==> src/rtl/nexp_pkg.sv <==
// Shared constants, types and constant tables of the negative exponential block.
package nexp_pkg;

    localparam int FRAC_BITS    = 24;
    localparam int TAYLOR_TERMS = 8;
    localparam int POWER_STEPS  = 5;

    localparam int ARG_W  = 32;
    localparam int EXP_W  = 33;
    localparam int X_W    = 31;
    localparam int MAX_TERMS = 12;

    // One cell per Horner step, at least one per table step
    localparam int NUM_CELLS = (TAYLOR_TERMS - 1 > POWER_STEPS) ? TAYLOR_TERMS - 1 : POWER_STEPS;

    localparam logic [EXP_W-1:0] Q_ONE           = 33'h1_0000_0000;
    localparam logic [31:0]      E_MINUS_ONE_Q32 = 32'd1580030208;

    // floor(2^32 / i!) for i = 0 .. MAX_TERMS-1
    localparam logic [EXP_W-1:0] HORNER_COEF [MAX_TERMS] = '{
        33'd4294967296, 33'd4294967296, 33'd2147483648, 33'd715827882,
        33'd178956970,  33'd35791394,   33'd5965232,    33'd852176,
        33'd106522,     33'd11835,      33'd1183,       33'd107
    };

    // Data handed from cell to cell
    typedef struct packed {
        logic [EXP_W-1:0]       v;
        logic [X_W-1:0]         x;
        logic [EXP_W-1:0]       major;
        logic [POWER_STEPS-1:0] ibits;
        logic                   underflow;
    } t_cell_data;

    // e^-(2^k) in Q32, each entry the truncated square of the one before
    function automatic logic [31:0] tab_const(input int k);
        logic [63:0] t;
        t = 64'(E_MINUS_ONE_Q32);
        for (int j = 0; j < k; j++) begin
            t = (t * t) >> 32;
        end
        return t[31:0];
    endfunction

endpackage

==> src/rtl/nexp_tail.sv <==
// Tail of the chain: square the series value, then scale by the table product.
module nexp_tail (
    input  logic                         i_clk,
    input  logic                         i_rst_n,
    input  logic                         i_valid,
    input  nexp_pkg::t_cell_data         i_data,
    output logic                         o_ready,
    output logic                         o_valid,
    output logic [nexp_pkg::EXP_W-1:0]   o_exp_value,
    output logic                         o_underflow,
    input  logic                         i_ready
);

    logic                        r_sq_valid;
    logic [nexp_pkg::EXP_W-1:0]  r_sq;
    logic [nexp_pkg::EXP_W-1:0]  r_major;
    logic                        r_sq_uf;
    logic                        w_sq_ready;
    logic [65:0]                 w_sq_prod;

    logic                        r_res_valid;
    logic [nexp_pkg::EXP_W-1:0]  r_res;
    logic                        r_res_uf;
    logic                        w_res_ready;
    logic [65:0]                 w_res_prod;

    assign w_res_ready = !r_res_valid || i_ready;
    assign w_sq_ready  = !r_sq_valid || w_res_ready;
    assign o_ready     = w_sq_ready;

    assign w_sq_prod  = {33'd0, i_data.v} * {33'd0, i_data.v};
    assign w_res_prod = {33'd0, r_sq} * {33'd0, r_major};

    // Advance valid flags of both stages
    always_ff @(posedge i_clk) begin
        if (!i_rst_n) begin
            r_sq_valid  <= 1'b0;
            r_res_valid <= 1'b0;
        end else begin
            if (w_sq_ready) begin
                r_sq_valid <= i_valid;
            end
            if (w_res_ready) begin
                r_res_valid <= r_sq_valid;
            end
        end
    end

    // Square the series value
    always_ff @(posedge i_clk) begin
        if (w_sq_ready && i_valid) begin
            r_sq    <= w_sq_prod[64:32];
            r_major <= i_data.major;
            r_sq_uf <= i_data.underflow;
        end
    end

    // Scale by the table product and hold for the sink
    always_ff @(posedge i_clk) begin
        if (w_res_ready && r_sq_valid) begin
            r_res    <= w_res_prod[64:32];
            r_res_uf <= r_sq_uf;
        end
    end

    assign o_valid     = r_res_valid;
    assign o_exp_value = r_res;
    assign o_underflow = r_res_uf;

endmodule

==> config.mk <==
export PLATFORM = sky130hd
export DESIGN_NAME = nexp_tail
export DESIGN_NICKNAME = d
export VERILOG_FILES = /design/src/rtl/nexp_pkg.sv /design/src/rtl/nexp_tail.sv
export SDC_FILE = /design/constraint.sdc
export NUM_CORES = 2
export LEC_CHECK = 0
export BUFFER_PORTS_ARGS = -buffer_cell sky130_fd_sc_hd__buf_2
export CAP_MARGIN = 5
export CORE_UTILIZATION = 30
export DETAILED_ROUTE_END_ITERATION = 8
export MAX_ROUTING_LAYER = met4
export SLEW_MARGIN = 0
export SYNTH_ARGS = -nofsm -noshare
export SYNTH_HDL_FRONTEND = slang
export SYNTH_SLANG_ARGS = --single-unit
==> constraint.sdc <==
create_clock -name i_clk -period 11 [get_ports i_clk]
set_input_delay 1.1 -clock i_clk [delete_from_list [all_inputs] [get_ports i_clk]]
set_output_delay 1.1 -clock i_clk [all_outputs]
set_load 0.01 [all_outputs]
Yosys cells after proc, flatten, opt, wreduce, memory -nomap -nowiden. Cells that the tools add are included. W data, S select, Z words.

Output and inout bits: 36. Bits in registers: 103. Input port bits: 107.

Multipliers: 2. Reductions and logical operators: 6.

Operators by type and width (count): $mul A33 B33 Y65 (2); $logic_and A1 B1 Y1 (2); $logic_not A1 Y1 (2); $logic_or A1 B1 Y1 (2).

Longest topological paths before layout.
Depth in word-level cells: 4. Mapped depth: 31. Gate-level depth less buffers: 29.

Worst setup path after synthesis. Ideal clock, no wire load.

Kind: input to register. Start: input i_data[87] in the netlist's numbering. End: register r_sq[25] in the netlist's numbering (data pin). Library setup time: 0.180 ns. Data required time: 10.820 ns. Stages: 29. Arrival: 8.024 ns. Path slack: 2.796 ns. Cells stage by stage: clkbuf_1 clkbuf_1 nand2_1 fa_1 fa_1 inv_1 fa_1 inv_1 fa_1 inv_1 fa_1 inv_1 fa_1 inv_1 fa_1 inv_1 fa_1 inv_1 ha_1 nand2_1 nor3_1 o211ai_1 a31oi_1 o21ai_1 nand2_1 a21oi_1 o31ai_2 a31oi_1 o311ai_1.

Word-level cells in the longest chain between the ends: 1.

Ends and longest elaborated chain: start: declaration (RTL line nexp_tail.sv:6) `input nexp_pkg::t_cell_data i_data,`; $mul A33 B33 Y65 (RTL line nexp_tail.sv:31) `assign w_sq_prod = {33'd0, i_data.v} * {33'd0, i_data.v};`; named net w_sq_prod[57] (RTL line nexp_tail.sv:19) `logic [65:0] w_sq_prod;`; end signal: assignment (RTL line nexp_tail.sv:52) `r_sq <= w_sq_prod[64:32];`; end: declaration (RTL line nexp_tail.sv:15) `logic [nexp_pkg::EXP_W-1:0] r_sq;`.

The timed path passes the listed nets, and every way through them passes these cells. A chain may end at the register's enable or synchronous reset.

Final worst setup path.
Start: register r_sq[10] in the netlist's numbering. End: register r_res, in the netlist o_exp_value[29] (data pin).

Word-level cells in the longest chain between the ends: 1.

Ends and longest elaborated chain: $mul A33 B33 Y65 (RTL line nexp_tail.sv:32) `assign w_res_prod = {33'd0, r_sq} * {33'd0, r_major};`; named net w_res_prod[61] (RTL line nexp_tail.sv:25) `logic [65:0] w_res_prod;`; end signal: assignment (RTL line nexp_tail.sv:61) `r_res <= w_res_prod[64:32];`; end: declaration (RTL line nexp_tail.sv:22) `logic [nexp_pkg::EXP_W-1:0] r_res;`.

The timed path passes the listed nets, and every way through them passes these cells.

==> run metrics <==
Yosys cell types=64; worst r2r path cells=27; nets@finish=9504; Die ar.=225000 µm²; FF-to-FF setup slack=1.21 ns; critical path peak fanout=15; HP Class=register to register; Worst-Margin Slew=1.31 ns; Mapped Area=66900 µm²; CTS sink count=103; setup TNS=0 ns; Port Buffers=106; # Post-CTS Setup Buffers=0; Synth Area in Compound Gates=2.78%; post_cts resized=0; Most used DFF post-synth=edfxtp_1; Slew headroom=12.4%; Final period util=89.0%; r2r startpoint=r_sq[10]$_DFFE_PP_; Die Ht=474 µm; Mean Syn Cell Area=9.40 µm²; post-synth net total=9567; Synth top cells by count=inv_1, fa_1, nand2_1; Crit. End Element=register; post-synthesis mux area share=0.0617%; hold buffer count at cts=0; DRC viols=0; hold path cells=0; fraction of layout instances using a drive strength above 1=3.84%; Synth Area in Simple Gates=13.3%; DR WL/cell=18.3 µm; top-count cell post-synth=inv_1; synth top area cells=fa_1, inv_1, ha_1; Die Wd=474 µm; MaxCap Viol Count=0; CTS buffer count=9; I/O pin count=143; Worst-path clk slew=0.10 ns; DR iter-0 viols=2597; largest net degree at the start of global routing=45; worst r2r dst=o_exp_value[29]$_DFFE_PP_; Post-Syn Instances=7122; grt ovf=0; XOR/XNOR share of the synthesized area=1.20%; Layout Area Growth over Synthesis=6.54%; Setup crit start kind=register; Placer Congestion=0.932; RSZ-0062 raised after global routing=false; sequential fraction of the synthesis area=4.59%; vias per cell=4.57; Data required, critical path=11.21 ns; row count=173; hold path start=r_sq_uf$_DFFE_PP_; Routed WL=184 mm; outcome=finished, final reports clean; CTS Buffer Depth=2; Detail Route Antenna Nets=0; Initial DRT Pass Iterations=5; CP Class=register to register; Fmax=102 MHz; Layout Skew=0.0288 ns; main combinational cell family by area after synthesis=adder cells; FFs w/ async S/R, synth=0%; post-synthesis adder-cell area fraction=64.1%; leading area contributor after synthesis=fa_1; arrival time worst endpoint=10.01 ns; Min-Delay Endpoint=o_underflow$_DFFE_PP_; H-tree depth=3; Yosys reg bits=103; initial antenna violation count=13; Hold Fails Final Rpt=0; TritonCTS clock tree=yes; first-pass GRT wire length=293 mm; root buffer cell=clkbuf_16; Final setup viols=0; HPWL after DPL=150 mm; fin. max-slew vios=0; Final min period=9.79 ns; top-area cell type share of the netlist area=54.3%; Initial Util=30.2%; worst skew pair latency=0.46 ns; number of synthesized flops with an enable pin=101; vias=45952; Tot GR Track Use=17.4%; YS warnings=0; number of global-route vias before repair=52010; core area=222000 µm²
-- per-layer routing --
layer | vias up | share of wire, % | global-route usage [%]
met5 | - | 0 | -
met4 | 0 | 2.9 | 4.67
met3 | 313 | 6.0 | 2.20
met2 | 1454 | 50 | 29.6
met1 | 24248 | 41 | 21.7
li1 | 19937 | - | -
-- kinds of logic after synthesis --
| logic type | count (synthesis) |
|---|---|
| adder cells (fa/ha/maj) | 2338 |
| buffers and inverters | 2490 |
| XOR/XNOR | 92 |
| flip-flops | 103 |
| AND/OR/NAND/NOR | 1812 |
| AO/OA/AOI/OAI | 283 |
| multiplexers | 4 |
-- layout make-up --
type	count	area, µm²
repair buffers	234	1490
diodes	6	15.0
flip-flops and latches	103	3070
clock inverters	7	66.3
well taps	2975	3720
inverters	2182	8190
clock buffers	9	225
multi-input cells	4529	54500
fillers	22852	151000
-- worst max-delay path, cell delays in order (launching register included) --
cell and delay (ns):
edfxtp_1 0.79, buf_4 0.39, and2_1 0.21, fa_1 0.57
inv_1 0.07, fa_1 0.54, inv_1 0.06, fa_1 0.50
inv_1 0.06, fa_1 0.61, inv_1 0.07, fa_1 0.51
fa_1 0.46, fa_1 0.51, inv_1 0.05, fa_1 0.47
inv_1 0.04, ha_1 0.33, nand2_1 0.06, nor4_1 0.65
nand4_1 0.25, a21oi_1 0.35, o21ai_1 0.16, o21ai_1 0.46
o21ai_1 0.36, o21ai_1 0.66, a31oi_1 0.20, xnor2_1 0.17
-- layout by cell type, fill, tap and decap left out, types with 67 or more instances in the layout --
| cell type | netlist | final |
|---|---|---|
| nand2_1 | 891 | 891 |
| and2_1 | 744 | 743 |
| a21oi_1 | 95 | 95 |
| fa_1 | 1815 | 1815 |
| buf_2 | 0 | 106 |
| inv_1 | 2181 | 2181 |
| buf_4 | 0 | 128 |
| nor2_1 | 83 | 83 |
| ha_1 | 523 | 523 |
| a21o_1 | 67 | 67 |
| edfxtp_1 | 101 | 101 |
-- stage by stage --
step / setup WS [ns] / cell area [µm²] / hold WS (ns) / util [%] / instances
after CTS: 1.28 / 71300 / 0.431 / 32.1 / 10039
after floorplan: 2.80 / 66900 / 0.400 / - / 7122
after global placement: 1.23 / 71000 / 0.420 / 32.0 / 10023
final: 1.21 / 71300 / 0.434 / 32.1 / 10045
after detailed placement: 1.29 / 71000 / 0.419 / 32.0 / 10023
after global routing: 0.933 / 71300 / 0.435 / 32.1 / 10043
-- worst max path at each step --
stage                        from                   endpoint  cells after the start
6_report       r_sq[10]$_DFFE_PP_  o_exp_value[29]$_DFFE_PP_                     27
5_1_grt        r_sq[15]$_DFFE_PP_  o_exp_value[29]$_DFFE_PP_                     23
4_1_cts        r_sq[10]$_DFFE_PP_  o_exp_value[29]$_DFFE_PP_                     27
3_5_place_dp           i_data[79]         r_sq[26]$_DFFE_PP_                     28
3_3_place_gp           i_data[89]         r_sq[26]$_DFFE_PP_                     29
2_1_floorplan          i_data[87]         r_sq[25]$_DFFE_PP_                     29
-- state kept, by name, indices dropped and copies added (netlist names) --
signal	count
o_valid	1
o_exp_value	33
r_sq_valid	1
o_underflow	1
r_sq	33
r_major	33
r_sq_uf	1
Power is left out: the tool's default activity adds up to more than one toggle a clock period on the data nets, which glitch-free logic cannot reach.
